<file path="src/hdl/assert_macros.svh">
// ----------------------------------------------------------------------------
// Assertion macros
// Concurrent assertion wrappers shared by the RTL; empty in synthesis.
// ----------------------------------------------------------------------------
`ifndef ASSERT_MACROS_SVH
`define ASSERT_MACROS_SVH

`ifndef SYNTHESIS

// hold prop on every edge outside reset
`define ASSERT_PROP(lbl, clk, rstn, prop, msg) \
  lbl: assert property (@(posedge clk) disable iff (!(rstn)) (prop)) else $error(msg);

// expr must never be true outside reset
`define ASSERT_NEVER(lbl, clk, rstn, expr, msg) \
  lbl: assert property (@(posedge clk) disable iff (!(rstn)) !(expr)) else $error(msg);

`else

`define ASSERT_PROP(lbl, clk, rstn, prop, msg)
`define ASSERT_NEVER(lbl, clk, rstn, expr, msg)

`endif

`endif

</file>
<file path="src/hdl/hnv_pkg.sv">
// ----------------------------------------------------------------------------
// hnv_pkg
// Types and constants of the host name validator.
// ----------------------------------------------------------------------------
`timescale 1ns / 1ps

package hnv_pkg;

  localparam int unsigned MAX_LABEL_LEN_DEF = 63;
  localparam int unsigned MAX_HOST_LEN_DEF  = 253;

  localparam logic [7:0] CH_DOT    = 8'h2E;
  localparam logic [7:0] CH_HYPHEN = 8'h2D;
  localparam logic [7:0] CH_ZERO   = 8'h30;
  localparam logic [7:0] CH_NINE   = 8'h39;
  localparam logic [7:0] CH_UP_A   = 8'h41;
  localparam logic [7:0] CH_UP_Z   = 8'h5A;
  localparam logic [7:0] CH_LO_A   = 8'h61;
  localparam logic [7:0] CH_LO_Z   = 8'h7A;
  localparam logic [7:0] CASE_OFS  = 8'h20;

  localparam logic [47:0] LOCAL_WORD = 48'h2E6C6F63616C;

  localparam logic [7:0] OCT_MAX      = 8'd255;
  localparam logic [7:0] NET_TEN      = 8'd10;
  localparam logic [7:0] NET_192      = 8'd192;
  localparam logic [7:0] NET_168      = 8'd168;
  localparam logic [7:0] NET_172      = 8'd172;
  localparam logic [7:0] NET_172_LO   = 8'd16;
  localparam logic [7:0] NET_172_HI   = 8'd31;
  localparam logic [7:0] NET_LOOPBACK = 8'd127;

  typedef struct packed {
    logic [7:0] char_byte;
    logic       char_present;
    logic       last_char;
    logic       secure_scheme;
  } hnv_item_t;

  typedef struct packed {
    logic host_accepted;
    logic is_dotted_quad;
    logic is_private_addr;
    logic is_valid_hostname;
    logic is_local_suffix;
  } hnv_verdict_t;

endpackage

</file>
<file path="src/hdl/hnv_in_reg.sv">
// ----------------------------------------------------------------------------
// hnv_in_reg
// Input register: captures one transaction and holds it until it advances.
// ----------------------------------------------------------------------------
`timescale 1ns / 1ps

module hnv_in_reg
  import hnv_pkg::*;
(
  input  logic      clk,
  input  logic      rst_n,
  input  logic      in_tvalid,
  output logic      in_tready,
  input  hnv_item_t in_item,
  input  logic      advance,
  output logic      item_vld,
  output hnv_item_t item
);

  logic      vld_r;
  logic      vld_nxt;
  hnv_item_t item_r;

  assign in_tready = !vld_r || advance;
  assign vld_nxt   = in_tready ? in_tvalid : vld_r;

  always_ff @(posedge clk) begin
    if (!rst_n) begin
      vld_r <= 1'b0;
    end else begin
      vld_r <= vld_nxt;
    end
  end

  always_ff @(posedge clk) begin
    if (in_tvalid && in_tready) begin
      item_r <= in_item;
    end
  end

  assign item_vld = vld_r;
  assign item     = item_r;

endmodule

</file>
<file path="src/hdl/hnv_scan.sv">
// ----------------------------------------------------------------------------
// hnv_scan
// Per-byte scan state and verdict logic for dotted quad, hostname and suffix.
// ----------------------------------------------------------------------------
`timescale 1ns / 1ps

module hnv_scan
  import hnv_pkg::*;
#(
  parameter int unsigned MAX_LABEL_LEN = MAX_LABEL_LEN_DEF,
  parameter int unsigned MAX_HOST_LEN  = MAX_HOST_LEN_DEF
) (
  input  logic         clk,
  input  logic         rst_n,
  input  logic         step,
  input  hnv_item_t    item,
  output hnv_verdict_t verdict
);

  typedef struct packed {
    logic [7:0]  total_len;
    logic [6:0]  label_len;
    logic        lbl_hyph;
    logic        prev_hyph;
    logic        host_fail;
    logic        quad_fail;
    logic [2:0]  octet_cnt;
    logic [2:0]  digit_cnt;
    logic [9:0]  octet_val;
    logic [7:0]  oct0;
    logic [7:0]  oct1;
    logic [47:0] sfx;
  } hnv_state_t;

  function automatic hnv_state_t close_octet(hnv_state_t s);
    hnv_state_t r;
    r = s;
    if (s.octet_cnt >= 3'd4 || s.digit_cnt == 3'd0 || s.digit_cnt > 3'd3 ||
        s.octet_val > {2'b00, OCT_MAX}) begin
      r.quad_fail = 1'b1;
    end else begin
      if (s.octet_cnt == 3'd0) begin
        r.oct0 = s.octet_val[7:0];
      end else if (s.octet_cnt == 3'd1) begin
        r.oct1 = s.octet_val[7:0];
      end
      r.octet_cnt = s.octet_cnt + 3'd1;
    end
    r.digit_cnt = 3'd0;
    r.octet_val = 10'd0;
    return r;
  endfunction

  function automatic hnv_state_t close_label(hnv_state_t s);
    hnv_state_t r;
    r = s;
    if (s.label_len == 7'd0 || s.lbl_hyph || s.prev_hyph) begin
      r.host_fail = 1'b1;
    end
    r.label_len = 7'd0;
    r.lbl_hyph  = 1'b0;
    r.prev_hyph = 1'b0;
    return r;
  endfunction

  hnv_state_t  st_r;
  hnv_state_t  st_nxt;
  hnv_state_t  a_st;
  hnv_state_t  b_st;
  logic [7:0]  c;
  logic [7:0]  lowc;
  logic        is_hyph;
  logic        is_digit;
  logic        is_letter;
  logic [13:0] prod;
  logic        quad;
  logic        host;
  logic        lcl;
  logic        priv;

  assign c = item.char_byte;

  always_comb begin
    lowc      = (c >= CH_UP_A && c <= CH_UP_Z) ? c + CASE_OFS : c;
    is_hyph   = (c == CH_HYPHEN);
    is_digit  = (c >= CH_ZERO && c <= CH_NINE);
    is_letter = (lowc >= CH_LO_A && lowc <= CH_LO_Z);
    prod      = 14'(st_r.octet_val) * 14'd10 + 14'(c[3:0]);
    a_st      = st_r;
    if (item.char_present) begin
      if (st_r.total_len >= 8'(MAX_HOST_LEN)) begin
        a_st.host_fail = 1'b1;
      end
      if (st_r.total_len != 8'hFF) begin
        a_st.total_len = st_r.total_len + 8'd1;
      end
      a_st.sfx = {st_r.sfx[39:0], lowc};
      if (c == CH_DOT) begin
        a_st = close_label(close_octet(a_st));
      end else begin
        if (is_digit) begin
          if (st_r.digit_cnt != 3'd7) begin
            a_st.digit_cnt = st_r.digit_cnt + 3'd1;
          end
          a_st.octet_val = (prod > 14'd1023) ? 10'd1023 : prod[9:0];
        end else begin
          a_st.quad_fail = 1'b1;
        end
        if (!(is_letter || is_digit || is_hyph)) begin
          a_st.host_fail = 1'b1;
        end
        if (st_r.label_len == 7'd0) begin
          a_st.lbl_hyph = is_hyph;
        end
        if (st_r.label_len >= 7'(MAX_LABEL_LEN)) begin
          a_st.host_fail = 1'b1;
        end
        if (st_r.label_len != 7'h7F) begin
          a_st.label_len = st_r.label_len + 7'd1;
        end
        a_st.prev_hyph = is_hyph;
      end
    end
    b_st = close_label(close_octet(a_st));
  end

  always_comb begin
    if (a_st.total_len == 8'd0) begin
      quad = 1'b0;
      host = 1'b0;
      lcl  = 1'b0;
    end else begin
      quad = !b_st.quad_fail && (b_st.octet_cnt == 3'd4);
      host = !b_st.host_fail;
      lcl  = (a_st.total_len > 8'd6) && (a_st.sfx == LOCAL_WORD);
    end
    priv = quad && ((b_st.oct0 == NET_TEN) ||
                    (b_st.oct0 == NET_192 && b_st.oct1 == NET_168) ||
                    (b_st.oct0 == NET_172 && b_st.oct1 >= NET_172_LO &&
                     b_st.oct1 <= NET_172_HI) ||
                    (b_st.oct0 == NET_LOOPBACK));
    verdict.host_accepted     = item.secure_scheme ? (quad || host) : (priv || lcl);
    verdict.is_dotted_quad    = quad;
    verdict.is_private_addr   = priv;
    verdict.is_valid_hostname = host;
    verdict.is_local_suffix   = lcl;
  end

  always_comb begin
    st_nxt = st_r;
    if (step) begin
      st_nxt = item.last_char ? '0 : a_st;
    end
  end

  always_ff @(posedge clk) begin
    if (!rst_n) begin
      st_r <= '0;
    end else begin
      st_r <= st_nxt;
    end
  end

endmodule

</file>
<file path="src/hdl/hnv_out_reg.sv">
// ----------------------------------------------------------------------------
// hnv_out_reg
// Result register: holds one verdict until the downstream side takes it.
// ----------------------------------------------------------------------------
`timescale 1ns / 1ps

module hnv_out_reg
  import hnv_pkg::*;
(
  input  logic         clk,
  input  logic         rst_n,
  input  logic         load,
  input  hnv_verdict_t verdict,
  output logic         out_free,
  output logic         out_tvalid,
  input  logic         out_tready,
  output logic [7:0]   out_tdata
);

  logic         vld_r;
  logic         vld_nxt;
  hnv_verdict_t res_r;

  assign out_free = !vld_r || out_tready;
  assign vld_nxt  = load ? 1'b1 : (vld_r && !out_tready);

  always_ff @(posedge clk) begin
    if (!rst_n) begin
      vld_r <= 1'b0;
    end else begin
      vld_r <= vld_nxt;
    end
  end

  always_ff @(posedge clk) begin
    if (load) begin
      res_r <= verdict;
    end
  end

  assign out_tvalid = vld_r;
  assign out_tdata  = {3'b000, res_r.is_local_suffix, res_r.is_valid_hostname,
                       res_r.is_private_addr, res_r.is_dotted_quad,
                       res_r.host_accepted};

endmodule

</file>
<file path="src/hdl/host_name_validator_top.sv">
// ----------------------------------------------------------------------------
// host_name_validator_top
// Streams a host name byte by byte and emits one verdict per string.
//
//   channel  dir  tdata                                 tuser          tlast
//   in_      in   [7:0] char_byte, [8] char_present     secure_scheme  last_char
//   out_     out  [0] accepted [1] quad [2] private     -              -
//                 [3] hostname [4] local suffix
//
// One byte per cycle while the result side keeps up; a verdict reaches out_ once
// the tlast transaction has passed the input register and then the result register.
// Scan state updates as a byte leaves the input register; tlast clears it.
// in_tready drops only while a tlast byte waits on a full, stalled result.
// Reset is synchronous, active low, and clears all scan state.
// ----------------------------------------------------------------------------
`timescale 1ns / 1ps
`include "assert_macros.svh"

module host_name_validator_top
  import hnv_pkg::*;
#(
  parameter int unsigned MAX_LABEL_LEN = MAX_LABEL_LEN_DEF,
  parameter int unsigned MAX_HOST_LEN  = MAX_HOST_LEN_DEF
) (
  input  logic        clk,
  input  logic        rst_n,
  input  logic        in_tvalid,
  output logic        in_tready,
  input  logic [15:0] in_tdata,   // [7:0] char_byte, [8] char_present, rest zero
  input  logic        in_tuser,   // [0] secure_scheme
  input  logic        in_tlast,
  output logic        out_tvalid,
  input  logic        out_tready,
  output logic [7:0]  out_tdata   // [0] host_accepted, [1] is_dotted_quad,
                                  // [2] is_private_addr, [3] is_valid_hostname,
                                  // [4] is_local_suffix, rest zero
);

  hnv_item_t    in_item;
  hnv_item_t    item;
  hnv_verdict_t verdict;
  logic         item_vld;
  logic         advance;
  logic         out_free;
  logic         load;

  assign in_item.char_byte     = in_tdata[7:0];
  assign in_item.char_present  = in_tdata[8];
  assign in_item.last_char     = in_tlast;
  assign in_item.secure_scheme = in_tuser;

  assign advance = item_vld && (!item.last_char || out_free);
  assign load    = advance && item.last_char;

  hnv_in_reg u_in_reg (
    .clk       (clk),
    .rst_n     (rst_n),
    .in_tvalid (in_tvalid),
    .in_tready (in_tready),
    .in_item   (in_item),
    .advance   (advance),
    .item_vld  (item_vld),
    .item      (item)
  );

  hnv_scan #(
    .MAX_LABEL_LEN (MAX_LABEL_LEN),
    .MAX_HOST_LEN  (MAX_HOST_LEN)
  ) u_scan (
    .clk     (clk),
    .rst_n   (rst_n),
    .step    (advance),
    .item    (item),
    .verdict (verdict)
  );

  hnv_out_reg u_out_reg (
    .clk        (clk),
    .rst_n      (rst_n),
    .load       (load),
    .verdict    (verdict),
    .out_free   (out_free),
    .out_tvalid (out_tvalid),
    .out_tready (out_tready),
    .out_tdata  (out_tdata)
  );

  `ASSERT_PROP(a_stall_cause, clk, rst_n, !in_tready |-> (item_vld && item.last_char && out_tvalid && !out_tready), "input stalled without a blocked result")
  `ASSERT_PROP(a_load_shows, clk, rst_n, load |=> out_tvalid, "loaded verdict not presented")
  `ASSERT_NEVER(a_priv_quad, clk, rst_n, out_tvalid && out_tdata[2] && !out_tdata[1], "private flag without dotted quad")
  `ASSERT_NEVER(a_accept_basis, clk, rst_n, out_tvalid && out_tdata[0] && (out_tdata[4:1] == 4'b0000), "accepted without any passing check")

endmodule

</file>
<file path="config.mk">
export PLATFORM = sky130hd
export DESIGN_NAME = host_name_validator_top
export DESIGN_NICKNAME = d
export VERILOG_FILES = /design/src/hdl/hnv_pkg.sv /design/src/hdl/hnv_in_reg.sv /design/src/hdl/hnv_scan.sv /design/src/hdl/hnv_out_reg.sv /design/src/hdl/host_name_validator_top.sv
export VERILOG_INCLUDE_DIRS = /design/src /design/src/hdl
export SDC_FILE = /design/constraint.sdc
export NUM_CORES = 1
export LEC_CHECK = 0
export ABC_CLOCK_PERIOD_IN_PS = 7900
export BUFFER_PORTS_ARGS = -buffer_cell sky130_fd_sc_hd__buf_2
export CORE_ASPECT_RATIO = 0.7
export CORE_MARGIN = 10
export CORE_UTILIZATION = 40
export DETAILED_ROUTE_END_ITERATION = 16
export GPL_TIMING_DRIVEN = 0
export PLACE_DENSITY = 0.67
export SKIP_LAST_GASP = 1
export SLEW_MARGIN = 40
export SYNTH_ARGS = -nofsm -noshare
export SYNTH_HDL_FRONTEND = slang
export SYNTH_HIERARCHICAL = 1
export SYNTH_SLANG_ARGS = --single-unit
export TNS_END_PERCENT = 5
</file>
<file path="constraint.sdc">
create_clock -name clk -period 7.9 [get_ports clk]
set_clock_uncertainty 0.1 [all_clocks]
set_input_delay 1.975 -clock clk [delete_from_list [all_inputs] [get_ports clk]]
set_output_delay 1.975 -clock clk [all_outputs]
set_load 0.02 [all_outputs]
</file>
# Word-level counts from Yosys, hierarchy flattened
# Index checks and enable logic that the tools add are counted.
# totals
mem_count	0
latch_bits	0
rom_bits	0
output_inout_bits	10
mem_bits_rw	0
elab_cells	145
reg_bits	117
# classes
order_cmp	18
shift	0
n_eq_ne	14
bitwise_logic	0
multipliers	1
reduce_logical	46
div	0
n_mux	36
add_sub_neg	7
# op_table
cell	count
2-to-1 mux 99 bit	2
2-to-1 mux 64 bit	1
2-to-1 mux 8 bit	8
equality test 48 x 46 -> 1 bit, second input constant	1
2-to-1 mux 16 bit	2
2-to-1 mux 13 bit	2
equality test 8 bit, second input constant	3
greater-than comparator 10 x 8 -> 1 bit, second input constant	2
logical OR 1 bit	20
equality test 8 x 6 -> 1 bit, second input constant	2
>= comparator 8 x 7 -> 1 bit, second input constant	2
less-or-equal comparator 8 x 7 -> 1 bit, second input constant	2
adder 14 x 4 -> 14 bit	1
greater-than comparator 14 x 10 -> 1 bit, second input constant	1
logical NOT 7 bit	2
2-to-1 mux 1 bit	14
logical AND 1 bit	13
multiplier 10 x 3 -> 13 bit, second input constant	1
logical NOT 3 bit	4
2-to-1 mux 3 bit	4
2-to-1 mux 11 bit	1
2-to-1 mux 10 bit	1
adder 3 x 1 -> 3 bit, second input constant	3
adder 8 x 1 -> 8 bit, second input constant	1
21 further kinds	29

# Longest topological paths before layout
# Gate-level depths: netlist of the first run.
# depth
word_depth	24
mapped_depth	17
ltp_nobuf	15

# Cells and area by module
# Netlist of the first run, hierarchy kept.
# by_module_without_submodules
mod	instances	area_each_um2	cells_per_inst
hnv_scan	1	6381.1	813
hnv_in_reg	1	387.9	16
hnv_out_reg	1	225.2	13
host_name_validator_top	1	18.8	3

# Worst setup path before layout of the first run
# No wires, ideal clock.
# synth_timing
path_kind	input to output
from	input port out_tready
to	output port in_tready
arrival_time_ps	2555
slack_ps	3270
stages	4
path_cell_list	nand2b_4 > inv_1 > a21boi_1 > nand2b_4
# synth_between
elab_chain_cells	4
# synth_lines
element	line	rtl
from (decl)	host_name_validator_top.sv:33	input logic out_tready,
logical OR 1 bit	hnv_out_reg.sv:24	assign out_free = !vld_r || out_tready;
logical OR 1 bit	host_name_validator_top.sv:52	assign advance = item_vld && (!item.last_char || out_free);
logical AND 1 bit	host_name_validator_top.sv:52	
named net advance	host_name_validator_top.sv:43	logic advance;
logical OR 1 bit	hnv_in_reg.sv:24	assign in_tready = !vld_r || advance;
to (decl)	host_name_validator_top.sv:28	output logic in_tready,
# The timed path passes the listed nets, and every way through them passes these cells.

# Worst setup path after layout of the first run
# layout_timing
from	register u_scan/st_r[65] (netlist name)
to	register u_out_reg.res_r, in the netlist u_out_reg/out_tdata[2] (data pin)
# layout_between
elab_chain_cells	16
word_cells_on_any_way	50
cone_classes	2 x add/sub; 1 x mul; 6 x order compare; 7 x eq/ne; 20 x mux; 14 x reduce/logical
# layout_lines
element	line	rtl
from (decl)	hnv_scan.sv:66	hnv_state_t st_r;
from (signal assigned)	hnv_scan.sv:160	st_r <= st_nxt;
multiplier 10 x 3 -> 13 bit / greater-than comparator 10 x 8 -> 1 bit (equally long branches)	hnv_scan.sv:88, hnv_scan.sv:39	
adder 14 x 4 -> 14 bit / logical OR 1 bit (equally long branches)	hnv_scan.sv:88, hnv_scan.sv:38	
greater-than comparator 14 x 10 -> 1 bit / 2-to-1 mux 3 bit (equally long branches)	hnv_scan.sv:105, hnv_scan.sv:38	
2-to-1 mux 10 bit / 2-to-1 mux 3 bit (equally long branches)	hnv_scan.sv:105, hnv_scan.sv:98	
2-to-1 mux 13 bit / 2-to-1 mux 99 bit (equally long branches)	hnv_scan.sv:101, hnv_scan.sv:90	
2-to-1 mux 13 bit / >= comparator 3 bit (equally long branches)	hnv_scan.sv:98, hnv_scan.sv:38	
2-to-1 mux 99 bit (*)	hnv_scan.sv:90	if (item.char_present) begin
greater-than comparator 10 x 8 -> 1 bit, or another cell as far along	hnv_scan.sv:39	s.octet_val > {2'b00, OCT_MAX}) begin
logical OR 1 bit / 2-to-1 mux 8 bit (equally long branches)	hnv_scan.sv:38, hnv_scan.sv:42	
2-to-1 mux 16 bit	hnv_scan.sv:38	if (s.octet_cnt >= 3'd4 || s.digit_cnt == 3'd0 || s.digit_cnt > 3'd3 ||
>= comparator 8 x 5 -> 1 bit, or another cell as far along	hnv_scan.sv:139	(b_st.oct0 == NET_172 && b_st.oct1 >= NET_172_LO &&
logical AND 1 bit, on equally long branches	hnv_scan.sv:139, hnv_scan.sv:138	
logical AND 1 bit / logical OR 1 bit (equally long branches)	hnv_scan.sv:139, hnv_scan.sv:137	
logical OR 1 bit	hnv_scan.sv:138	(b_st.oct0 == NET_192 && b_st.oct1 == NET_168) ||
logical OR 1 bit	hnv_scan.sv:140	b_st.oct1 <= NET_172_HI) ||
logical AND 1 bit (*)	hnv_scan.sv:137	priv = quad && ((b_st.oct0 == NET_TEN) ||
named net u_scan.priv	hnv_scan.sv:79	logic priv;
to (signal assigned)	hnv_out_reg.sv:37	res_r <= verdict;
to (decl)	hnv_out_reg.sv:22	hnv_verdict_t res_r;
# The timed path passes the listed nets; every way through them passes the cells marked *.
# A chain may end at the register's enable or synchronous reset.

==> results of run 1 <==
==> synth_stat cells (6+ instances only) <==
cell type  instances
nor2_1           140
dfxtp_1          101
a22oi_1           70
a21oi_1           51
clkbuf_1          47
nand2_1           45
ha_1              34
inv_1             29
o21ai_0           29
nor3_1            21
edfxtp_1          16
nand3_1           16
a31oi_1           15
a211oi_1          13
nor4_1            13
mux2i_1           11
nand4_1           11
and3_1            10
and2_1             8
nand2b_1           8
buf_4              7
xnor2_1            7
a21o_1             6
o21ai_1            6
o22ai_1            6
or3_1              6
==> final cells by class <==
type / instances / area [um2] / area share (%)
tap: 231 / 289.0 / 3.616
buffer: 57 / 247.7 / 3.099
inverter: 29 / 108.9 / 1.362
clock inverter: 15 / 153.9 / 1.925
sequential: 117 / 2502 / 31.30
clock buffer: 17 / 425.4 / 5.322
timing repair buffer: 21 / 105.1 / 1.315
multi-input combinational: 644 / 4161 / 52.06
==> sequential cells by signal, indices dropped and copies added (netlist names) <==
register              cells
u_out_reg/out_tvalid      1
u_in_reg/item            11
u_scan/st_r              99
u_in_reg/item_vld         1
u_out_reg/out_tdata       5
==> kinds of logic (layout without fill, tap and decap cells) <==
kind of cell    after synthesis  after routing
other cells                   1              3
fa+ha+maj                    36             36
flops                       117            117
xor+xnor                     12             12
mux                          13             13
compound gates              250            250
buf+inv                      86            139
simple gates                330            330
==> critical path, stage by stage (launching register included) <==
cell	delay [ns]
dfxtp_1	0.68
ha_1	0.33
ha_1	0.23
inv_1	0.07
fa_1	0.44
nor2b_1	0.21
o2111ai_1	0.30
nor3_1	0.31
xnor2_1	0.15
a211oi_1	0.68
nand2_1	0.22
nor2_2	0.22
mux2i_1	0.25
o32ai_2	0.10
a21oi_1	0.30
nor2b_1	0.08
buf_4	0.13
==> stage by stage <==
step / power (W) / cells / utilization (%) / hold WS (ns)
floorplan: 0.0006928 / 847 / - / 0.3460
global placement: 0.0007260 / 1099 / 43.19 / 0.3765
global route: 0.001516 / 1131 / 46.57 / 0.4258
finish: 0.001468 / 1131 / 46.57 / 0.4027
CTS: 0.001476 / 1131 / 46.57 / 0.3942
detailed placement: 0.0007264 / 1099 / 43.19 / 0.3839
==> layer usage <==
metal / up-vias / GRT usage, %
met4: 0 / 4.556
li1: 3226 / -
met1: 3157 / 28.15
met5: - / 0
met3: 27 / 4.415
met2: 341 / 22.90
==> path summary, 6_finish.rpt <==
check	start	endpoint	slack [ns]	cells after the start
setup reg to reg	u_scan/st_r[65]	u_out_reg/out_tdata[2]	2.83	16
setup / recovery	u_scan/st_r[65]	u_out_reg/out_tdata[2]	2.83	16
hold reg to reg	u_scan/st_r[54]	u_scan/st_r[54]	0.40	2
hold / removal	u_scan/st_r[54]	u_scan/st_r[54]	0.40	2
==> power by group through the flow <==
stage / Combinational, W / Sequential [W] / Clock, W
4_1_cts: 0.0000942 / 0.000619 / 0.000762
2_1_floorplan: 0.0000616 / 0.000631 / 0
6_report: 0.0000963 / 0.000619 / 0.000753
3_5_place_dp: 0.0000939 / 0.000632 / 0
5_1_grt: 0.000105 / 0.000620 / 0.000790
3_3_place_gp: 0.0000937 / 0.000632 / 0
==> impl_metrics.ini, run 1 <==
[pwr]
power_density_nw_per_um2 = 183.7
seqPwrFrac_pct = 42.2
clkPwrFrac_pct = 51.3
netSwitchingFraction_pct = 27.79
peakVddDrop_mv = 0.1330
p_int_w = 0.001060
leakagePower_nw = 2.947
p_switching_w = 0.0004081
combPwrFrac_pct = 6.6

[synth]
synth_seq_cells = 117
synth_top_family_by_area = compound AO/OA/AOI/OAI gates
mappedNetlistArea_um2 = 7013
synth_edf_count = 16
synthSimpleGateAreaFrac_pct = 24.03
synth_compound_area_share_pct = 25.07
synth_seq_area_share_pct = 35.68
yosys.area.top_type = dfxtp_1
async_flop_share_pct = 0
ys_top_cells_by_area = dfxtp_1 (29%), a22oi_1 (7.5%), nor2_1 (7.5%)
synth_xor_xnor_area_share_pct = 1.499
yosys_warnings = 6
syn_area_per_cell_um2 = 8.299
synth_ff_type = dfxtp_1
syn-instance-count = 845
synth_top_area_share_pct = 28.83
synthMuxAreaShare_pct = 1.945
synthAdderAreaFrac_pct = 6.637
synth.distinct_cells = 83

[critical_path]
critPathKind = reg -> reg
start_kind = flip-flop
crit_fanout = 10
required_ns = 7.97
crit_arrival_ns = 5.14
cp-end-kind = flip-flop

[route]
firstDrtPassIters = 6
dr_wl_met3_mm = 2.132
vias_per_cell = 5.969
drt-met1-wl_mm = 10.46
wirelength_mm = 20.58
highest-signal-layer = met4
wl_per_cell_um = 18.20
drt_iter0_drc = 954
vias = 6751
route.detailed.drc = 0
postRouteAntennaNets = 0
wl_met2_mm = 7.771

[clock_network]
clock-sinks = 117
h-tree-depth = 4
ctsHoldBuffers = 0
clockBufferDepth = 2
cts_tree = done
postCtsSetupBuffers = 0
path_clk_slew_ns = 0.06
clock_latency_ns = 0.42
cts-root-buf = clkbuf_16
postCtsResizedCells = 0
numCtsBuffers = 17

[cells_and_area]
antenna_cells = 0
final_cell_mix = nor2_1 (140), dfxtp_1 (101), a22oi_1 (70)
drive_above_1_share_pct = 9.667
stdcell_area_um2 = 7994
layout_commonest_cell = nor2_1
final_nets = 945
num-fill-cells = 1658
area_growth_pct = 13.99

[timing]
setup_tns_ns = 0
rsz0062_at_grt = no
timing_hold_violations_final = 0
setup_slack_ns = 2.830
slew_headroom_pct = 48.82
tightest_slew_ns = 0.7677
setup_violations = 0
max_freq_mhz = 197.2
period_needed_ns = 5.070
slew_violations = 0
fin_crit_sh_pct = 64.17

[global_routing]
grt_max_degree = 17
antenna_found_initial = 0
first_global_vias = 6078
globalRouteOverflowTotal = 0
grt_pass1_wl_mm = 33.29
grt_usage_pct = 17.86

[floorplanning]
num_io_pins = 32
die-area_um2 = 23310
initial_utilization_pct = 40.85
die_w_um = 178.3
die_h_um = 130.8
core.rowCount = 40
core-area_um2 = 17170

[placement]
pre_cts_ws_ns = 2.881
place_area_um2 = 7415
hpwl_mm = 15.15
gp_congestion = 0.9485
portBuffers = 21

[run]
maxCapViolCount = 0

[worst_hold_path]
worst_hold_path_type = reg -> reg

[outcome]
status = complete, no violations
(Power assumes the default switching activity.)
==> inputs of run 2 (changes only) <==
ABC_CLOCK_PERIOD_IN_PS = 4630   (was 7900)
PLACE_DENSITY = 0.69   (was 0.67)
clock period = 4.63 ns   (was 7.9 ns; I/O delays follow)
==> run 2 against run 1 <==
Count of clock-buffer cells in the layout rose by 1. First-iteration DRC count did not move. Clock power rose by 66%. Sequential share of layout area fell by 0.22 points. Core utilization rose by 0.50 points. Die area did not move. Cell count barely moved. Cell area rose by 1.1%. Fmax rose by 14%. Non-clock buffer count fell by 1. Flip-flop and latch count did not move. Sequential power rose by 71%.
==> impl_metrics.ini, run 2 (synthesized netlist as in run 1, its figures left out) <==
[global_routing]
grt_max_degree = 17
globalRouteOverflowTotal = 0
first_global_vias = 6082
antenna_found_initial = 0
grt_usage_pct = 18.18
grt_pass1_wl_mm = 33.58

[cells_and_area]
layout_commonest_cell = nor2_1
largest_register_ffs = 99
regMostFlops = u_scan/st_r
final_cell_mix = nor2_1 (140), dfxtp_1 (96), a22oi_1 (70)
drive_above_1_share_pct = 11.57
final_nets = 944
area_growth_pct = 15.20
final_cell_count_no_fill = 1130
antenna_cells = 0

[worst_hold_path]
min_from = u_scan/st_r[51]
whs_path_depth = 2
worst_hold_path_type = reg -> reg
min_to = u_scan/st_r[51]

[route]
vias_per_cell = 6.065
vias = 6853
postRouteAntennaNets = 0
firstDrtPassIters = 8
route.detailed.drc = 0
wl_per_cell_um = 18.76
drt_iter0_drc = 954
wirelength_mm = 21.19

[critical_path]
path_buf_inv = 3
reg2reg_depth = 17
cp_slowest_cell = o41a_4
crit_arrival_ns = 4.52
start_kind = flip-flop
critPathMostFrequentCell = ha_1
r2r_start = u_scan/st_r[65]
slowest_delay_ns = 0.42
worstPathCellList = ha_1 > ha_1 > inv_1 > fa_1 > nand2b_4 > o2bb2ai_1 > xor2_1 > or3_4 > o41a_4 > buf_6 > o21a_2 > nor2_4 > mux2i_1 > o32ai_2 > a21oi_2 > nor2b_1 > buf_4
cp-end-kind = flip-flop
r2r-end = u_out_reg/out_tdata[2]
crit_fanout = 10
r2r_setup_slack_ns = 0.19
required_ns = 4.71
critPathKind = reg -> reg
cp_top_family = compound AO/OA/AOI/OAI gates

[floorplanning]
die_h_um = 130.8
num_io_pins = 32
die-area_um2 = 23310
core.rowCount = 40
initial_utilization_pct = 40.85
die_w_um = 178.3
core-area_um2 = 17170

[clock_network]
cts-root-buf = clkbuf_16
cts_tree = done
ctsHoldBuffers = 0
clockBufferDepth = 2
numCtsBuffers = 17
postCtsSetupBuffers = 0
h-tree-depth = 4
path_clk_slew_ns = 0.06
clock_latency_ns = 0.42
clock-sinks = 117

[timing]
period_needed_ns = 4.441
max_freq_mhz = 225.2
setup_tns_ns = 0
setup_slack_ns = 0.1891
rsz0062_at_grt = no
fin_crit_sh_pct = 95.92
slew_headroom_pct = 43.75
slew_violations = 0
hold-worst-slack_ns = 0.3961
tightest_slew_ns = 0.8438
timing_hold_violations_final = 0
setup_violations = 0

[placement]
portBuffers = 21
pre_cts_ws_ns = -0.2929
gp_congestion = 0.9457
hpwl_mm = 15.21
dp_cells = 1099

[outcome]
status = complete, no violations

[run]
maxCapViolCount = 0

[pwr]
peakVddDrop_mv = 0.2272
leakagePower_nw = 3.006
power_density_nw_per_um2 = 305.8
power.total_w = 0.002471
-- run 2: cell types whose count changed in the layout (fill, tap and decap cells not counted), moves of 2 or more --
cell | previous run | this run
a2111oi_0 | 4 | 2
o22ai_1 | 6 | 4
o22ai_2 | 0 | 2
inv_4 | 0 | 2
inv_8 | 7 | 3
dfxtp_1 | 101 | 96
dfxtp_2 | 0 | 4
clkinv_2 | 0 | 2
-- run 2: routing by layer --
layer  routed length (um)  global-route usage (%)
met1                10250                   28.02
met2                 8157                   23.76
met3                 2448                   4.788
met4                  341                   4.896
met5                    0                       0
-- run 2: layout make-up --
class	count	area [um2]
clock inverters	14	116.4
flip-flops and latches	117	2511
well taps	231	289.0
inverters	29	108.9
plain buffers	56	244.0
repair buffers	21	105.1
clock buffers	18	439.2
fillers	1667	9087
multi-input cells	644	4265
-- run 2: how the worst max path moves through the flow --
stage	depth (start not counted)	slack [ns]	to	from
after global placement	16	-0.27	u_out_reg/out_tdata[2]	u_scan/st_r[65]
after detailed placement	16	-0.29	u_out_reg/out_tdata[2]	u_scan/st_r[65]
after floorplan	17	0.38	u_out_reg/out_tdata[2]	u_scan/st_r[65]
final	17	0.19	u_out_reg/out_tdata[2]	u_scan/st_r[65]
after global routing	17	0.04	u_out_reg/out_tdata[2]	u_scan/st_r[65]
after CTS	17	0.006	u_out_reg/out_tdata[2]	u_scan/st_r[65]
-- run 2: what timing repair did --
item / 4_1_cts / 5_1_grt
resized for setup: 8 / 18
hold endpoints to repair: 0 / 0
pin swaps: 0 / 3
setup endpoints to repair: 2 / 2
-- run 2: report_power, final --
group	internal [W]	switching, W
Combinational	0.0000472	0.000119
Clock	0.000714	0.000533
Sequential	0.00104	0.0000148
Total	0.00180	0.000667
-- run 2: through the flow --
step                      utilization, %  instance area [um2]
after global routing               47.06                 8079
final                              47.06                 8079
after CTS                          46.57                 7995
after global placement             43.19                 7415
after floorplan                        -                 7020
after detailed placement           43.19                 7415
-- run 2: worst min-delay path, stage by stage, from the launching register on --
cell,delay [ns]
dfxtp_1,0.32
a22oi_1,0.07
nor2_1,0.08
